==> src/rtl/ithp_pkg.sv <==
`default_nettype none

package ithp_pkg;

  // next-header / protocol numbers
  localparam logic [7:0] NhHopByHop = 8'd0;
  localparam logic [7:0] NhIcmp     = 8'd1;
  localparam logic [7:0] NhIgmp     = 8'd2;
  localparam logic [7:0] NhTcp      = 8'd6;
  localparam logic [7:0] NhUdp      = 8'd17;
  localparam logic [7:0] NhRouting  = 8'd43;
  localparam logic [7:0] NhFragment = 8'd44;
  localparam logic [7:0] NhIcmpv6   = 8'd58;
  localparam logic [7:0] NhDestOpts = 8'd60;

  // result protocol codes
  localparam logic [2:0] ProtoUnknown = 3'd0;
  localparam logic [2:0] ProtoTcp     = 3'd1;
  localparam logic [2:0] ProtoUdp     = 3'd2;
  localparam logic [2:0] ProtoIcmp    = 3'd3;
  localparam logic [2:0] ProtoIcmpv6  = 3'd4;
  localparam logic [2:0] ProtoIgmp    = 3'd5;

  // status codes
  localparam logic [1:0] StatusOk        = 2'd0;
  localparam logic [1:0] StatusShortHdr  = 2'd1;
  localparam logic [1:0] StatusTruncated = 2'd2;
  localparam logic [1:0] StatusUnderflow = 2'd3;

  // header geometry: last-byte offsets of fixed headers (...Last), byte counts (...Bytes), TCP data-offset byte
  localparam logic [5:0]  Ipv4MinHdrBytes = 6'd20;
  localparam logic [15:0] Ipv6HdrLast     = 16'd39;
  localparam logic [15:0] TcpHdrLast      = 16'd19;
  localparam logic [15:0] UdpHdrLast      = 16'd7;
  localparam logic [15:0] TcpOffsetByte   = 16'd12;
  localparam logic [11:0] FragHdrLast     = 12'd7;
  localparam logic [15:0] UdpHdrBytes     = 16'd8;
  localparam logic [15:0] Icmpv6HdrBytes  = 16'd8;

  // per-packet summary handed from the parser to the back end
  typedef struct packed {
    logic        is_v6;
    logic        short_hdr;
    logic        complete;
    logic [2:0]  proto;
    logic [15:0] ip_len;
    logic [15:0] ext_bytes;
    logic [5:0]  ip_hdr_bytes;
    logic [3:0]  tcp_words;
    logic [15:0] udp_len;
    logic [15:0] source_port;
    logic [15:0] dst_port;
  } rec_t;

  typedef struct packed {
    logic [2:0]  proto_code;
    logic [15:0] source_port;
    logic [15:0] dst_port;
    logic [15:0] l4_len;
    logic        has_ports;
    logic [1:0]  status;
  } res_t;

  function automatic logic [2:0] proto_of(input logic [7:0] nh);
    logic [2:0] code;
    unique case (nh)
      NhTcp:    code = ProtoTcp;
      NhUdp:    code = ProtoUdp;
      NhIcmp:   code = ProtoIcmp;
      NhIcmpv6: code = ProtoIcmpv6;
      NhIgmp:   code = ProtoIgmp;
      default:  code = ProtoUnknown;
    endcase
    return code;
  endfunction

endpackage

`default_nettype wire

==> src/rtl/ithp_front.sv <==
`default_nettype none

module ithp_front (
  input  wire logic         clk_i,
  input  wire logic         rst_ni,
  input  wire logic         accept_i,
  input  wire logic [7:0]   data_byte_i,
  input  wire logic         is_ipv6_i,
  input  wire logic         last_byte_i,
  output logic              push_o,
  output ithp_pkg::rec_t    rec_o
);

  typedef enum logic [2:0] {
    PhIpHdr,
    PhExt,
    PhFrag,
    PhTcp,
    PhUdp,
    PhDone,
    PhHalt
  } phase_e;

  phase_e      phase_q, phase_d;
  logic [15:0] off_q, off_d;
  logic        v6_q, v6_d;
  logic [5:0]  hdr_bytes_q, hdr_bytes_d;
  logic [15:0] ip_len_q, ip_len_d;
  logic [7:0]  nh_q, nh_d;
  logic [15:0] start_q, start_d;
  logic [15:0] ext_q, ext_d;
  logic [7:0]  ext_len_q, ext_len_d;
  logic [15:0] src_q, src_d;
  logic [15:0] dst_q, dst_d;
  logic [3:0]  tcp_words_q, tcp_words_d;
  logic [15:0] udp_len_q, udp_len_d;
  logic        short_q, short_d;

  logic [15:0] rel;
  logic [16:0] nxt;
  logic [11:0] size_m1;
  logic        enter;

  always_comb begin
    phase_d     = phase_q;
    off_d       = off_q;
    v6_d        = v6_q;
    hdr_bytes_d = hdr_bytes_q;
    ip_len_d    = ip_len_q;
    nh_d        = nh_q;
    start_d     = start_q;
    ext_d       = ext_q;
    ext_len_d   = ext_len_q;
    src_d       = src_q;
    dst_d       = dst_q;
    tcp_words_d = tcp_words_q;
    udp_len_d   = udp_len_q;
    short_d     = short_q;
    enter       = 1'b0;
    rel         = off_q - start_q;
    nxt         = {1'b0, off_q} + 17'd1;
    size_m1     = (phase_q == PhFrag) ? ithp_pkg::FragHdrLast : {1'b0, ext_len_q, 3'b111};

    if (accept_i) begin
      if (off_q == '0) begin
        v6_d = is_ipv6_i;
      end
      if (off_q != 16'hFFFF) begin
        off_d = nxt[15:0];
        unique case (phase_q)
          PhIpHdr: begin
            if (!v6_d) begin
              if (off_q == 16'd0) begin
                hdr_bytes_d = {data_byte_i[3:0], 2'b00};
                if (hdr_bytes_d < ithp_pkg::Ipv4MinHdrBytes) begin
                  short_d = 1'b1;
                  phase_d = PhHalt;
                end
              end else if (off_q == 16'd2) begin
                ip_len_d = {data_byte_i, 8'h00};
              end else if (off_q == 16'd3) begin
                ip_len_d = {ip_len_q[15:8], ip_len_q[7:0] | data_byte_i};
              end else if (off_q == 16'd9) begin
                nh_d = data_byte_i;
              end
              if (phase_d != PhHalt && nxt == {11'd0, hdr_bytes_d}) begin
                start_d = nxt[15:0];
                enter   = 1'b1;
              end
            end else begin
              if (off_q == 16'd4) begin
                ip_len_d = {data_byte_i, 8'h00};
              end else if (off_q == 16'd5) begin
                ip_len_d = {ip_len_q[15:8], ip_len_q[7:0] | data_byte_i};
              end else if (off_q == 16'd6) begin
                nh_d = data_byte_i;
              end
              if (off_q == ithp_pkg::Ipv6HdrLast) begin
                start_d = nxt[15:0];
                enter   = 1'b1;
              end
            end
          end
          PhExt, PhFrag: begin
            if (rel == 16'd0) begin
              nh_d = data_byte_i;
            end else begin
              if (rel == 16'd1 && phase_q == PhExt) begin
                ext_len_d = data_byte_i;
              end
              // header ends when rel reaches size - 1
              if (rel == {4'd0, size_m1}) begin
                ext_d   = ext_q + {4'd0, size_m1} + 16'd1;
                start_d = nxt[15:0];
                enter   = 1'b1;
              end
            end
          end
          PhTcp: begin
            if (rel == 16'd0) begin
              src_d = {data_byte_i, 8'h00};
            end else if (rel == 16'd1) begin
              src_d = {src_q[15:8], src_q[7:0] | data_byte_i};
            end else if (rel == 16'd2) begin
              dst_d = {data_byte_i, 8'h00};
            end else if (rel == 16'd3) begin
              dst_d = {dst_q[15:8], dst_q[7:0] | data_byte_i};
            end else if (rel == ithp_pkg::TcpOffsetByte) begin
              tcp_words_d = data_byte_i[7:4];
            end
            if (rel == ithp_pkg::TcpHdrLast) begin
              phase_d = PhDone;
            end
          end
          PhUdp: begin
            if (rel == 16'd0) begin
              src_d = {data_byte_i, 8'h00};
            end else if (rel == 16'd1) begin
              src_d = {src_q[15:8], src_q[7:0] | data_byte_i};
            end else if (rel == 16'd2) begin
              dst_d = {data_byte_i, 8'h00};
            end else if (rel == 16'd3) begin
              dst_d = {dst_q[15:8], dst_q[7:0] | data_byte_i};
            end else if (rel == 16'd4) begin
              udp_len_d = {data_byte_i, 8'h00};
            end else if (rel == 16'd5) begin
              udp_len_d = {udp_len_q[15:8], udp_len_q[7:0] | data_byte_i};
            end
            if (rel == ithp_pkg::UdpHdrLast) begin
              phase_d = PhDone;
            end
          end
          default: ;
        endcase

        if (enter) begin
          unique case (nh_d)
            ithp_pkg::NhTcp: phase_d = PhTcp;
            ithp_pkg::NhUdp: phase_d = PhUdp;
            ithp_pkg::NhHopByHop, ithp_pkg::NhRouting, ithp_pkg::NhDestOpts: begin
              phase_d   = v6_d ? PhExt : PhDone;
              ext_len_d = '0;
            end
            ithp_pkg::NhFragment: begin
              phase_d   = v6_d ? PhFrag : PhDone;
              ext_len_d = '0;
            end
            default: phase_d = PhDone;
          endcase
        end
      end
    end

    push_o             = accept_i && last_byte_i;
    rec_o.is_v6        = v6_d;
    rec_o.short_hdr    = short_d;
    rec_o.complete     = (phase_d == PhDone);
    rec_o.proto        = ithp_pkg::proto_of(nh_d);
    rec_o.ip_len       = ip_len_d;
    rec_o.ext_bytes    = ext_d;
    rec_o.ip_hdr_bytes = hdr_bytes_d;
    rec_o.tcp_words    = tcp_words_d;
    rec_o.udp_len      = udp_len_d;
    rec_o.source_port  = src_d;
    rec_o.dst_port     = dst_d;

    // packet done: start the next one from a clean slate
    if (push_o) begin
      phase_d     = PhIpHdr;
      off_d       = '0;
      v6_d        = 1'b0;
      hdr_bytes_d = '0;
      ip_len_d    = '0;
      nh_d        = '0;
      start_d     = '0;
      ext_d       = '0;
      ext_len_d   = '0;
      src_d       = '0;
      dst_d       = '0;
      tcp_words_d = '0;
      udp_len_d   = '0;
      short_d     = 1'b0;
    end
  end

  always_ff @(posedge clk_i or negedge rst_ni) begin
    if (!rst_ni) begin
      phase_q     <= PhIpHdr;
      off_q       <= '0;
      v6_q        <= 1'b0;
      hdr_bytes_q <= '0;
      ip_len_q    <= '0;
      nh_q        <= '0;
      start_q     <= '0;
      ext_q       <= '0;
      ext_len_q   <= '0;
      src_q       <= '0;
      dst_q       <= '0;
      tcp_words_q <= '0;
      udp_len_q   <= '0;
      short_q     <= 1'b0;
    end else begin
      phase_q     <= phase_d;
      off_q       <= off_d;
      v6_q        <= v6_d;
      hdr_bytes_q <= hdr_bytes_d;
      ip_len_q    <= ip_len_d;
      nh_q        <= nh_d;
      start_q     <= start_d;
      ext_q       <= ext_d;
      ext_len_q   <= ext_len_d;
      src_q       <= src_d;
      dst_q       <= dst_d;
      tcp_words_q <= tcp_words_d;
      udp_len_q   <= udp_len_d;
      short_q     <= short_d;
    end
  end

endmodule

`default_nettype wire

==> src/rtl/ithp_queue.sv <==
`default_nettype none

module ithp_queue #(
  parameter int unsigned Depth = 2
) (
  input  wire logic           clk_i,
  input  wire logic           rst_ni,
  input  wire logic           push_i,
  input  wire ithp_pkg::rec_t rec_i,
  input  wire logic           pop_i,
  output ithp_pkg::rec_t      rec_o,
  output logic                valid_o,
  output logic                full_o
);

  localparam int unsigned PtrW = (Depth > 1) ? $clog2(Depth) : 1;
  localparam int unsigned CntW = $clog2(Depth + 1);

  ithp_pkg::rec_t mem_q [Depth];
  logic [PtrW-1:0] wr_q, wr_d, rd_q, rd_d;
  logic [CntW-1:0] cnt_q, cnt_d;
  logic            do_push, do_pop;

  assign valid_o = (cnt_q != '0);
  assign full_o  = (cnt_q == CntW'(Depth));
  assign rec_o   = mem_q[rd_q];
  assign do_push = push_i && !full_o;
  assign do_pop  = pop_i && valid_o;

  always_comb begin
    wr_d  = wr_q;
    rd_d  = rd_q;
    cnt_d = cnt_q;
    if (do_push) begin
      wr_d = (wr_q == PtrW'(Depth - 1)) ? '0 : wr_q + PtrW'(1);
    end
    if (do_pop) begin
      rd_d = (rd_q == PtrW'(Depth - 1)) ? '0 : rd_q + PtrW'(1);
    end
    if (do_push && !do_pop) begin
      cnt_d = cnt_q + CntW'(1);
    end else if (do_pop && !do_push) begin
      cnt_d = cnt_q - CntW'(1);
    end
  end

  always_ff @(posedge clk_i or negedge rst_ni) begin
    if (!rst_ni) begin
      wr_q  <= '0;
      rd_q  <= '0;
      cnt_q <= '0;
    end else begin
      wr_q  <= wr_d;
      rd_q  <= rd_d;
      cnt_q <= cnt_d;
    end
  end

  always_ff @(posedge clk_i) begin
    if (do_push) begin
      mem_q[wr_q] <= rec_i;
    end
  end

endmodule

`default_nettype wire

==> src/rtl/ithp_back.sv <==
`default_nettype none

module ithp_back (
  input  wire logic           clk_i,
  input  wire logic           rst_ni,
  input  wire ithp_pkg::rec_t rec_i,
  input  wire logic           rec_valid_i,
  output logic                rec_pop_o,
  input  wire logic           pop_i,
  output logic                empty_o,
  output ithp_pkg::res_t      res_o
);

  ithp_pkg::res_t res_q, res_d;
  logic           full_q;
  logic [16:0]    tcp_sub;
  logic [17:0]    diff;
  logic [15:0]    minuend;
  logic [16:0]    subtrahend;
  logic           calc;

  assign empty_o   = !full_q;
  assign res_o     = res_q;
  assign rec_pop_o = rec_valid_i && (!full_q || pop_i);

  always_comb begin
    tcp_sub = (rec_i.is_v6 ? {1'b0, rec_i.ext_bytes} : {11'd0, rec_i.ip_hdr_bytes})
            + {11'd0, rec_i.tcp_words, 2'b00};
    calc       = 1'b1;
    minuend    = rec_i.ip_len;
    subtrahend = tcp_sub;
    priority if (rec_i.proto == ithp_pkg::ProtoTcp) begin
      minuend    = rec_i.ip_len;
      subtrahend = tcp_sub;
    end else if (rec_i.proto == ithp_pkg::ProtoUdp) begin
      minuend    = rec_i.udp_len;
      subtrahend = {1'b0, ithp_pkg::UdpHdrBytes};
    end else if (rec_i.proto == ithp_pkg::ProtoIcmpv6 && rec_i.is_v6) begin
      minuend    = rec_i.ip_len;
      subtrahend = {1'b0, ithp_pkg::Icmpv6HdrBytes};
    end else begin
      calc = 1'b0;
    end
    diff = {2'b00, minuend} - {1'b0, subtrahend};

    res_d = '0;
    priority if (rec_i.short_hdr) begin
      res_d.status = ithp_pkg::StatusShortHdr;
    end else if (!rec_i.complete) begin
      res_d.status = ithp_pkg::StatusTruncated;
    end else begin
      res_d.proto_code = rec_i.proto;
      if (rec_i.proto == ithp_pkg::ProtoTcp || rec_i.proto == ithp_pkg::ProtoUdp) begin
        res_d.source_port = rec_i.source_port;
        res_d.dst_port    = rec_i.dst_port;
        res_d.has_ports   = 1'b1;
      end
      if (calc && diff[17]) begin
        res_d.status = ithp_pkg::StatusUnderflow;
      end else begin
        res_d.status = ithp_pkg::StatusOk;
        if (calc) begin
          res_d.l4_len = diff[15:0];
        end
      end
    end
  end

  always_ff @(posedge clk_i or negedge rst_ni) begin
    if (!rst_ni) begin
      full_q <= 1'b0;
    end else if (rec_pop_o) begin
      full_q <= 1'b1;
    end else if (pop_i) begin
      full_q <= 1'b0;
    end
  end

  always_ff @(posedge clk_i) begin
    if (rec_pop_o) begin
      res_q <= res_d;
    end
  end

endmodule

`default_nettype wire

==> src/rtl/ip_transport_header_parser.sv <==
// Accepts one byte per cycle while full is low; full only rises when the summary
// queue between parser and back end is full.
// A packet's summary is queued at the edge that accepts its last byte, then registered
// onto the result ports once the back end's result register is empty or being popped.
// Throughput: one byte per cycle while full is low, one summary per cycle out while pop is held.
// Reset (rst_ni low, asynchronous) clears the parser state and empties the queue and result register.
`default_nettype none

module ip_transport_header_parser #(
  parameter int unsigned QueueDepth = 2
) (
  input  wire logic        clk_i,
  input  wire logic        rst_ni,
  input  wire logic        push,
  output logic             full,
  input  wire logic [7:0]  data_byte_i,
  input  wire logic        is_ipv6_i,
  input  wire logic        last_byte_i,
  output logic             empty,
  input  wire logic        pop,
  output logic [2:0]       proto_code_o,
  output logic [15:0]      source_port_o,
  output logic [15:0]      dst_port_o,
  output logic [15:0]      l4_len_o,
  output logic             has_ports_o,
  output logic [1:0]       status_o
);

  logic           accept;
  logic           rec_push;
  ithp_pkg::rec_t rec_in, rec_head;
  logic           rec_valid, rec_pop;
  ithp_pkg::res_t res;

  assign accept = push && !full;

  ithp_front u_front (
    .clk_i       (clk_i),
    .rst_ni      (rst_ni),
    .accept_i    (accept),
    .data_byte_i (data_byte_i),
    .is_ipv6_i   (is_ipv6_i),
    .last_byte_i (last_byte_i),
    .push_o      (rec_push),
    .rec_o       (rec_in)
  );

  ithp_queue #(
    .Depth (QueueDepth)
  ) u_queue (
    .clk_i   (clk_i),
    .rst_ni  (rst_ni),
    .push_i  (rec_push),
    .rec_i   (rec_in),
    .pop_i   (rec_pop),
    .rec_o   (rec_head),
    .valid_o (rec_valid),
    .full_o  (full)
  );

  ithp_back u_back (
    .clk_i       (clk_i),
    .rst_ni      (rst_ni),
    .rec_i       (rec_head),
    .rec_valid_i (rec_valid),
    .rec_pop_o   (rec_pop),
    .pop_i       (pop),
    .empty_o     (empty),
    .res_o       (res)
  );

  assign proto_code_o  = res.proto_code;
  assign source_port_o = res.source_port;
  assign dst_port_o    = res.dst_port;
  assign l4_len_o      = res.l4_len;
  assign has_ports_o   = res.has_ports;
  assign status_o      = res.status;

endmodule

`default_nettype wire
==> config.mk <==
export PLATFORM = sky130hd
export DESIGN_NAME = ip_transport_header_parser
export DESIGN_NICKNAME = d
export VERILOG_FILES = /design/src/rtl/ithp_pkg.sv /design/src/rtl/ithp_front.sv /design/src/rtl/ithp_queue.sv /design/src/rtl/ithp_back.sv /design/src/rtl/ip_transport_header_parser.sv
export SDC_FILE = /design/constraint.sdc
export NUM_CORES = 1
export LEC_CHECK = 0
export CAP_MARGIN = 15
export CORE_UTILIZATION = 63
export CTS_CLUSTER_DIAMETER = 80
export CTS_CLUSTER_SIZE = 24
export DETAILED_ROUTE_END_ITERATION = 10
export DONT_BUFFER_PORTS = 1
export PLACE_DENSITY = 0.79
export SLEW_MARGIN = 20
export SYNTH_ARGS = -nofsm -noshare
export SYNTH_HDL_FRONTEND = slang
export SYNTH_SLANG_ARGS = --single-unit
==> constraint.sdc <==
create_clock -name clk_i -period 8.3 [get_ports clk_i]
set_input_delay 1.66 -clock clk_i [delete_from_list [all_inputs] [get_ports clk_i]]
set_output_delay 1.66 -clock clk_i [all_outputs]
set_load 0.01 [all_outputs]
# --- Yosys cells after proc, flatten, opt, wreduce, memory -nomap -nowiden ---
# Memories as Yosys holds them, arrays and structs flattened.
# Index checks and enable logic that the tools add are counted.
word_totals:
  register_bits: 202
  latch_bits: 0
  ramBits: 192
  mem_bits_ro: 0
  in_bits: 14
  out_inout_bits: 56
  wordCells: 273
  memories: 1
memory_table:
  columns: ["name", "words", "width", "rd", "rd_ports_with_merged_regs", "wr", "line", "source"]
  rows:
  - ["u_queue.mem_q", 2, 96, 1, 0, 1, "ithp_queue.sv:19", "ithp_pkg::rec_t mem_q [Depth];"]
classes:
  addsub: 10
  multipliers: 0
  div_mod_pow: 0
  order_cmp: 1
  eq_ne: 42
  shifts: 0
  mux: 152
  n_bitwise: 7
  reduce_logical: 36
op_table:
  columns: ["op", "count"]
  rows:
  - ["2-to-1 mux 16 bit", 49]
  - ["2-to-1 mux 8 bit", 27]
  - ["equality test 16 x 3 -> 1 bit (second input constant)", 6]
  - ["equality test 16 x 2 -> 1 bit (second input constant)", 4]
  - ["2-to-1 mux 6 bit", 10]
  - ["2-to-1 mux 17 bit", 3]
  - ["2-to-1 mux 3 bit", 15]
  - ["2-to-1 mux 4 bit", 9]
  - ["equality test 16 x 4 -> 1 bit (second input constant)", 2]
  - ["equality test 8 x 6 -> 1 bit (second input constant)", 4]
  - ["zero test 16 bit", 2]
  - ["bitwise OR 8 bit", 4]
  - ["one-hot mux 16 bit (2 select lines)", 1]
  - ["2-to-1 mux 1 bit", 28]
  - ["subtractor 16 x 17 -> 18 bit", 1]
  - ["adder 16 x 1 -> 17 bit (second input constant)", 1]
  - ["adder 17 x 6 -> 17 bit", 1]
  - ["equality test 17 x 6 -> 1 bit", 1]
  - ["adder 16 x 1 -> 16 bit (second input constant)", 1]
  - ["adder 16 x 12 -> 16 bit", 1]
  - ["equality test 16 x 1 -> 1 bit (second input constant)", 1]
  - ["equality test 16 x 12 -> 1 bit", 1]
  - ["equality test 16 x 5 -> 1 bit (second input constant)", 1]
  - ["equality test 16 x 6 -> 1 bit (second input constant)", 1]
  - ["other kinds (38)", 74]

# --- Depth between registers and ports, before layout ---
# Gate-level depths: netlist of run 1.
depth:
  ltp_word: 19
  depth_mapped: 24
  depth_no_buf: 20

# --- By module ---
# Synthesis of run 1 repeated with hierarchy kept, for this count alone.
unflattened:
  hier_cells: 1712
  hier_area_um2: 20091.8
modules_own_cells:
  columns: ["module", "instances", "cells_per_inst", "area_per_inst_um2", "seq_area_each_um2"]
  rows:
  - ["ithp_front", 1, 1065, 9252.6, 3503.4]
  - ["ithp_queue", 1, 318, 7243.2, 5865.6]
  - ["ithp_back", 1, 328, 3582.2, 1646.6]
  - ["ip_transport_header_parser", 1, 1, 13.8, 0.0]

# --- Least setup slack after synthesis of run 1 ---
# Ideal clock, no wire load.
synth_path:
  path_type: "input to register"
  startpoint: "input port last_byte_i"
  endpoint: "memory u_queue.mem_q[0][0] (netlist bit), enable pin"
  arrival_time_ns: 5.847
  t_required_ns: 7.754
  path_slack_ns: 1.908
  stages: 3
  n_path_buf: 1
  path_cell_list: "nand3_1 clkbuf_1 nor2_1"
synth_between:
  elab_chain_len: 4
synth_lines:
  columns: ["element", "line", "source"]
  rows:
  - ["from (decl)", "ip_transport_header_parser.sv:18", "input wire logic last_byte_i,"]
  - ["logical AND 1 bit", "ithp_front.sv:174", "push_o = accept_i && last_byte_i;"]
  - ["logical AND 1 bit", "ithp_queue.sv:27", "assign do_push = push_i && !full_o;"]
  - ["2-to-1 mux 1 bit", "ithp_queue.sv:60", "if (do_push) begin"]
  - ["2-to-1 mux 1 bit (implied by the code)", "ithp_queue.sv:61", "mem_q[wr_q] <= rec_i;"]
  - ["to (decl)", "ithp_queue.sv:19", null]
# No other way between the ends.

# --- Worst setup path after layout of run 1 ---
layout_path:
  startpoint: "register u_queue.rd_q"
  endpoint: "register u_back.res_q (netlist bit u_back.res_o[10]), data pin"
layout_between:
  elab_chain_len: 9
layout_lines:
  columns: ["element", "line", "source"]
  rows:
  - ["from (decl)", "ithp_queue.sv:20", "logic [PtrW-1:0] wr_q, wr_d, rd_q, rd_d;"]
  - ["from (signal assigned)", "ithp_queue.sv:54", "rd_q <= rd_d;"]
  - ["memory read (2 x 96 bit) *", null, null]
  - ["2-to-1 mux 16 bit or equality test 3 bit (tied branches)", "ithp_back.sv:27, ithp_back.sv:38", null]
  - ["adder 17 x 6 -> 17 bit or logical AND 1 bit (tied branches)", "ithp_back.sv:28, ithp_back.sv:38", null]
  - ["2-to-1 mux 17 bit", "ithp_back.sv:38", "end else if (rec_i.proto == ithp_pkg::ProtoIcmpv6 && rec_i.is_v6) begin"]
  - ["2-to-1 mux 17 bit", "ithp_back.sv:35", "end else if (rec_i.proto == ithp_pkg::ProtoUdp) begin"]
  - ["2-to-1 mux 17 bit", "ithp_back.sv:32", "priority if (rec_i.proto == ithp_pkg::ProtoTcp) begin"]
  - ["subtractor 16 x 17 -> 18 bit", "ithp_back.sv:44", "diff = {2'b00, minuend} - {1'b0, subtrahend};"]
  - ["logical AND 1 bit", "ithp_back.sv:58", "if (calc && diff[17]) begin"]
  - ["OR reduction 4 bit (no source line)", null, null]
  - ["to (signal assigned)", "ithp_back.sv:81", "res_q <= res_d;"]
  - ["to (decl)", "ithp_back.sv:14", "ithp_pkg::res_t res_q, res_d;"]
# Mark *: on every way between the ends. The rest lies on a longest branch, timed or not.
# A chain may end at the register's enable or synchronous reset.

==> results of run 1 <==
-- placed cells by master, fill, tap and decap left out, types with 16 or more instances in the layout --
cell type | Yosys | routed
edfxtp_1 | 240 | 240
nor2_1 | 178 | 177
dfrtp_1 | 145 | 144
nand2_1 | 87 | 87
and2_1 | 82 | 81
mux2i_1 | 62 | 62
o21ai_0 | 62 | 62
a21oi_1 | 61 | 61
mux2_2 | 56 | 56
ha_1 | 49 | 49
inv_1 | 48 | 47
nor3_1 | 45 | 44
xnor2_1 | 40 | 40
xor2_1 | 31 | 31
nand3_1 | 31 | 30
nor2b_1 | 23 | 23
a21o_1 | 22 | 22
nand2b_1 | 21 | 21
clkbuf_16 | 0 | 21
a22o_1 | 20 | 20
a211oi_1 | 17 | 17
mux4_2 | 16 | 16
-- layer usage --
layer | up-vias | share of wire [%] | global-route usage [%]
li1 | 5635 | - | -
met1 | 6080 | 43 | 38.1
met2 | 479 | 48 | 44.7
met3 | 68 | 7.2 | 3.94
met4 | 0 | 2.2 | 6.92
met5 | - | 0 | 0
-- worst max-delay path, stage by stage (launching register included) --
cell and delay [ps]:
dfrtp_4 660, mux2i_1 490, nor2b_1 120, nand2_1 90, buf_4 340, mux4_2 570, ha_1 280, nor2b_1 120
o21ai_0 190, a21boi_0 160, o21ai_0 200, a21oi_1 110, o21ai_0 220, a21oi_1 120, o21ai_0 170, nand2b_1 120
a31oi_1 320, o211ai_1 210, o211ai_1 820, clkbuf_2 320, nor3_1 80
-- flip-flops by register name, summed over array words and instances (netlist names), 3 cells and up --
signal,flops
u_front.start_q,16
u_front.phase_q,3
u_queue.mem_q,186
u_front.src_q,16
u_front.off_q,16
u_front.dst_q,16
u_front.ext_len_q,8
u_front.hdr_bytes_q,6
u_back.res_o,54
u_front.nh_q,8
u_front.tcp_words_q,4
u_front.udp_len_q,16
u_front.ip_len_q,16
u_front.ext_q,13
-- where the power goes --
group,total (mW),switching (mW),internal (mW)
registers,2.58,0.195,2.39
logic,2.42,1.46,0.962
clock network,1.08,0.598,0.485
total,6.08,2.25,3.83
-- through the flow --
stage | worst slack, ps | util [%] | hold WS (ps) | std cells | power, mW
4_1_cts | 2370 | 67.9 | 490 | 1939 | 6.07
2_1_floorplan | 1910 | - | 449 | 1579 | 4.44
5_1_grt | 1920 | 67.9 | 514 | 1940 | 6.43
3_3_place_gp | 2540 | 65.8 | 461 | 1903 | 4.93
6_report | 2330 | 67.9 | 491 | 1940 | 6.08
3_5_place_dp | 2360 | 65.8 | 468 | 1903 | 5.00
-- final timing paths --
kind | endpoint | slack, ps
hold reg to reg | u_front.dst_q[2]$_DFF_PN0_ | 490
hold / removal | u_front.dst_q[2]$_DFF_PN0_ | 490
setup / recovery | u_back.res_o[10]$_SDFFCE_PP0P_ | 2330
setup reg to reg | u_back.res_o[10]$_SDFFCE_PP0P_ | 2330
max in group asynchronous | u_front.ext_q[12]$_DFF_PN0_ | 7270
min in group asynchronous | u_front.src_q[1]$_DFF_PN0_ | 810
-- final cells by class --
class                      instances  share of cell area (%)
tap                              384                    2.43
clock inverter                     3                   0.209
inverter                          49                   0.931
clock buffer                      33                    2.89
timing repair buffer              15                   0.557
sequential                       385                    54.9
multi-input combinational       1071                    38.1
-- kinds of logic after synthesis --
logic type,after synthesis,share of synthesized area [%]
DFF,385,57.5
adders and majority gates,53,3.68
buffers and inverters,123,2.60
AOI/OAI and AO/OA,254,9.09
muxes,135,8.63
and+or+nand+nor,557,15.1
xor gates and xnor gates,72,3.43
==> results.cfg, run 1 <==
[setup_path]
ff2ff_path_depth = 20
crit_arrival_ps = 6270
r2r_start = u_queue.rd_q$_DFFE_PN0P_
endpoint_kind = flop
worstSetupPathType = reg2reg
critPathLaunchType = flop
cp_data_required_time_ps = 8600
crit_start = u_queue.rd_q$_DFFE_PN0P_
crit_fanout = 22

[cells_and_area]
fin_area_sq_mm = 0.0198
multiInputGateArea_sq_mm = 0.00753
drive_above_1_share_pct = 9.38
ff_latch_area_sq_mm = 0.0108
areaGrowthSynthToFinish_pct = 4.88
antennaDiodeCount = 0
fillers = 2072
finalNetCount = 1609

[yosys]
synth_top_cell_by_area = edfxtp_1
ys_warn_count = 0
synth_area_leaders = edfxtp_1 38%, dfrtp_1 19%, nor2_1 3.5%, mux2_2 3.3%, mux2i_1 3.3%
synth_flop_cell = edfxtp_1
synthCells = 1579
synth.most_common_cell = edfxtp_1
synthArstFlopShare_pct = 37.7
ys_ff_latch = 385
syn-cell-area_sq_mm = 0.0188
synth_commonest_cells = 240 x edfxtp_1, 178 x nor2_1, 145 x dfrtp_1
synth_edf_count = 240
synthDominantCellAreaShare_pct = 38.3
yosysUniqueCellTypes = 84
yosysSeqAreaShare_pct = 57.5
syn-num-nets = 1646
avgSynthCellArea_sq_um = 11.9

[clock_tree]
cts-root-buf = clkbuf_16
clock_sinks = 385
ctsHoldBuffers = 0
cts_buffers = 20
htreeDepth = 1
cts_setup_buffers = 0
ctsResizeCount = 0
clkSlewWorstSetupHoldPaths_ps = 100
tritoncts = done
clock_latency_ps = 550
clock_path_buffers = 3

[die]
initial_utilization_pct = 64.8
die_area_sq_mm = 0.0306
fp.dieW_um = 175
fp-row-count = 62
die_h_um = 175
num_io_pins = 70
coreArea_sq_mm = 0.0291

[timing]
setup_viol = 0
relSlewSlack_pct = 26.1
worstMarginPinSlew_ps = 1100
skew_ps = 25.9
timing.fmax_ghz = 0.167
rsz0062_at_grt = no
hold_violations = 0
period_share_pct = 72.0
min_period_ps = 5970
drv_slew = 0
fin_tns_setup_ps = 0

[detailed_routing]
avgViaCountPerCell = 6.32
vias = 12300
drcViolationCount = 0
drt_iter0_drc = 1137
drt_first_pass_iters = 5
wl_per_cell_um = 21.1
wirelength_um = 40800
antenna_left = 0

[pwr]
ir_drop_v = 0.000222
leakage_nw = 8.21
powerDensity_mw_per_mm2 = 308

[run_status]
status = finished clean

[grt]
grt_max_degree = 146
grt_pass1_vias = 11800
grt_pass1_wl_um = 64700
grt_overflow = 0
globalRouteTotalUtil_pct = 27.1
antenna_found_initial = 0

[placement]
dp_hpwl_um = 27000
place_congestion = 0.932
port_buffers = 0
place_area_sq_mm = 0.0191

[hold_path]
hold_start = u_front.dst_q[2]$_DFF_PN0_
whs_path_depth = 2
hp-class = reg2reg

[job]
maxCapViolations = 0
Note: power is estimated with default switching activity, not from simulation.
==> inputs of run 2 (changes only) <==
--- a/config.mk
+++ b/config.mk
@@ -6,12 +6,12 @@
 export NUM_CORES = 1
 export LEC_CHECK = 0
 export CAP_MARGIN = 15
-export CORE_UTILIZATION = 63
+export CORE_UTILIZATION = 58
 export CTS_CLUSTER_DIAMETER = 80
 export CTS_CLUSTER_SIZE = 24
 export DETAILED_ROUTE_END_ITERATION = 10
 export DONT_BUFFER_PORTS = 1
-export PLACE_DENSITY = 0.79
+export PLACE_DENSITY = 0.76
 export SLEW_MARGIN = 20
 export SYNTH_ARGS = -nofsm -noshare
 export SYNTH_HDL_FRONTEND = slang
==> constraint.sdc (replaced) <==
create_clock -name clk_i -period 5.2 [get_ports clk_i]
set_input_delay 1.04 -clock clk_i [delete_from_list [all_inputs] [get_ports clk_i]]
set_output_delay 1.04 -clock clk_i [all_outputs]
set_load 0.01 [all_outputs]
==> run 2 against run 1 <==
Compared with the run above: core utilization down 4.8 points; non-clock buffer count grew 21; total power grew 62%; final area increased by 1.3%; critical path depth down 5; register-to-register slack got worse by 2000 ps; clock power increased by 64%; combinational power increased by 64%; worst hold slack worse by 310 ps; global-route usage shrank 1.2 points; critical path type unchanged.
==> results.cfg, run 2 (synthesized netlist as in run 1, its figures left out) <==
[run_status]
status = finished clean

[setup_path]
crit_path_top_delay_cell = or4b_1
ff2ff_path_depth = 15
critPathLaunchType = flop
crit_path_end = u_queue.mem_q[1][93]$_DFFE_PP_
crit_arrival_ps = 5110
cp_data_required_time_ps = 5450
r2r_end = u_queue.mem_q[1][93]$_DFFE_PP_
worstSetupPathType = reg2reg
critPathMaxStageDelay_ps = 540
crit_fanout = 8
endpoint_kind = flop
cp_cell_sequence = ha_1 -> fa_1 -> nand2b_1 -> a21oi_2 -> o22ai_2 -> or4b_1 -> nand3_1 -> nor4b_2 -> nand4_2 -> o21ai_4 -> mux2i_2 -> o211ai_1 -> a21o_1 -> o41ai_1 -> nor3_1
crit_start = u_front.start_q[0]$_DFFE_PN0P_
r2r_slack_ps = 340
r2r_start = u_front.start_q[0]$_DFFE_PN0P_

[die]
fp-row-count = 65
die_h_um = 182
initial_utilization_pct = 59.4
fp.dieW_um = 182
coreArea_sq_mm = 0.0317
num_io_pins = 70
die_area_sq_mm = 0.0332

[pwr]
leakage_nw = 8.34
power_mw = 9.84
ir_drop_v = 0.000283
powerDensity_mw_per_mm2 = 492

[timing]
relSlewSlack_pct = 22.0
worstMarginPinSlew_ps = 1170
skew_ps = 43.4
fin_tns_setup_ps = 0
timing.fmax_ghz = 0.206
min_period_ps = 4860
whs_ps = 185
setup_viol = 0
setup_ws_ps = 338
drv_slew = 0
rsz0062_at_grt = no
period_share_pct = 93.5
hold_violations = 0

[grt]
globalRouteTotalUtil_pct = 25.9
grt_overflow = 0
antenna_found_initial = 1
grt_pass1_vias = 11900
grt_pass1_wl_um = 66700
grt_max_degree = 146

[cells_and_area]
fin_cells = 1981
final_common_cell = edfxtp_1
largest-register = u_queue.mem_q
areaGrowthSynthToFinish_pct = 6.22
antennaDiodeCount = 0
largest_register_ffs = 186
fin_util_pct = 63.1
mostFrequentLayoutCells = 240 x edfxtp_1, 177 x nor2_1, 144 x dfrtp_1, 87 x nand2_1, 81 x and2_1
fin_area_sq_mm = 0.0200
finalNetCount = 1631
drive_above_1_share_pct = 10.8

[detailed_routing]
vias = 12100
antenna_left = 0
wl_per_cell_um = 21.3
drt_first_pass_iters = 5
drcViolationCount = 0
drt_iter0_drc = 1089
avgViaCountPerCell = 6.13
wirelength_um = 42300

[placement]
place_ws_ps = 322
place_congestion = 0.913
place_area_sq_mm = 0.0194
dp_hpwl_um = 28200
port_buffers = 0
placedCellCount = 1943

[clock_tree]
ctsHoldBuffers = 0
tritoncts = done
clkSlewWorstSetupHoldPaths_ps = 100
cts_setup_buffers = 0
cts-root-buf = clkbuf_16
cts_buffers = 21
clock_latency_ps = 540
ctsResizeCount = 0
htreeDepth = 1
clock_sinks = 385
clock_path_buffers = 3

[job]
maxCapViolations = 0

[hold_path]
hp-class = in2async
[run 2: critical path: cells and delay by family (launching register included)]
family	cells	cell delay, ps
simple gates	6	1540
fa+ha+maj	2	640
flops	1	420
mux	1	380
compound gates	6	1580
[run 2: worst min path at each step]
stage / from / cells past startpoint / to / slack [ps]
finish: rst_ni / 0 / u_front.off_q[2]$_DFFE_PN0P_ / 190
global route: rst_ni / 0 / u_front.off_q[2]$_DFFE_PN0P_ / 170
CTS: rst_ni / 0 / u_front.off_q[2]$_DFFE_PN0P_ / 170
detailed placement: u_front.udp_len_q[3]$_DFF_PN0_ / 2 / u_front.udp_len_q[3]$_DFF_PN0_ / 470
global placement: u_front.dst_q[3]$_DFF_PN0_ / 2 / u_front.dst_q[3]$_DFF_PN0_ / 460
floorplan: u_front.dst_q[0]$_DFF_PN0_ / 2 / u_front.dst_q[0]$_DFF_PN0_ / 450
[run 2: layout make-up]
type                            instances  area, sq um
Timing Repair Buffer                   36          303
Fill cell                            2426        11700
Multi-Input combinational cell       1071         7540
Tap cell                              402          503
Inverter                               49          184
Clock buffer                           32          567
Clock inverter                          6         68.8
Sequential cell                       385        10800
[run 2: metal layers]
layer | global-route usage, % | routed length (um) | vias up
li1 | - | - | 5700
met1 | 36.3 | 19000 | 6041
met2 | 42.7 | 20000 | 337
met3 | 3.93 | 2390 | 59
met4 | 6.55 | 898 | 0
met5 | 0 | 0 | -
[run 2: report_power, final]
group          switching [mW]  internal [mW]  leakage (nW)
clock                   0.987          0.785         0.306
sequential              0.279           3.81          4.30
combinational            2.38           1.60          3.73
total                    3.64           6.19          8.34
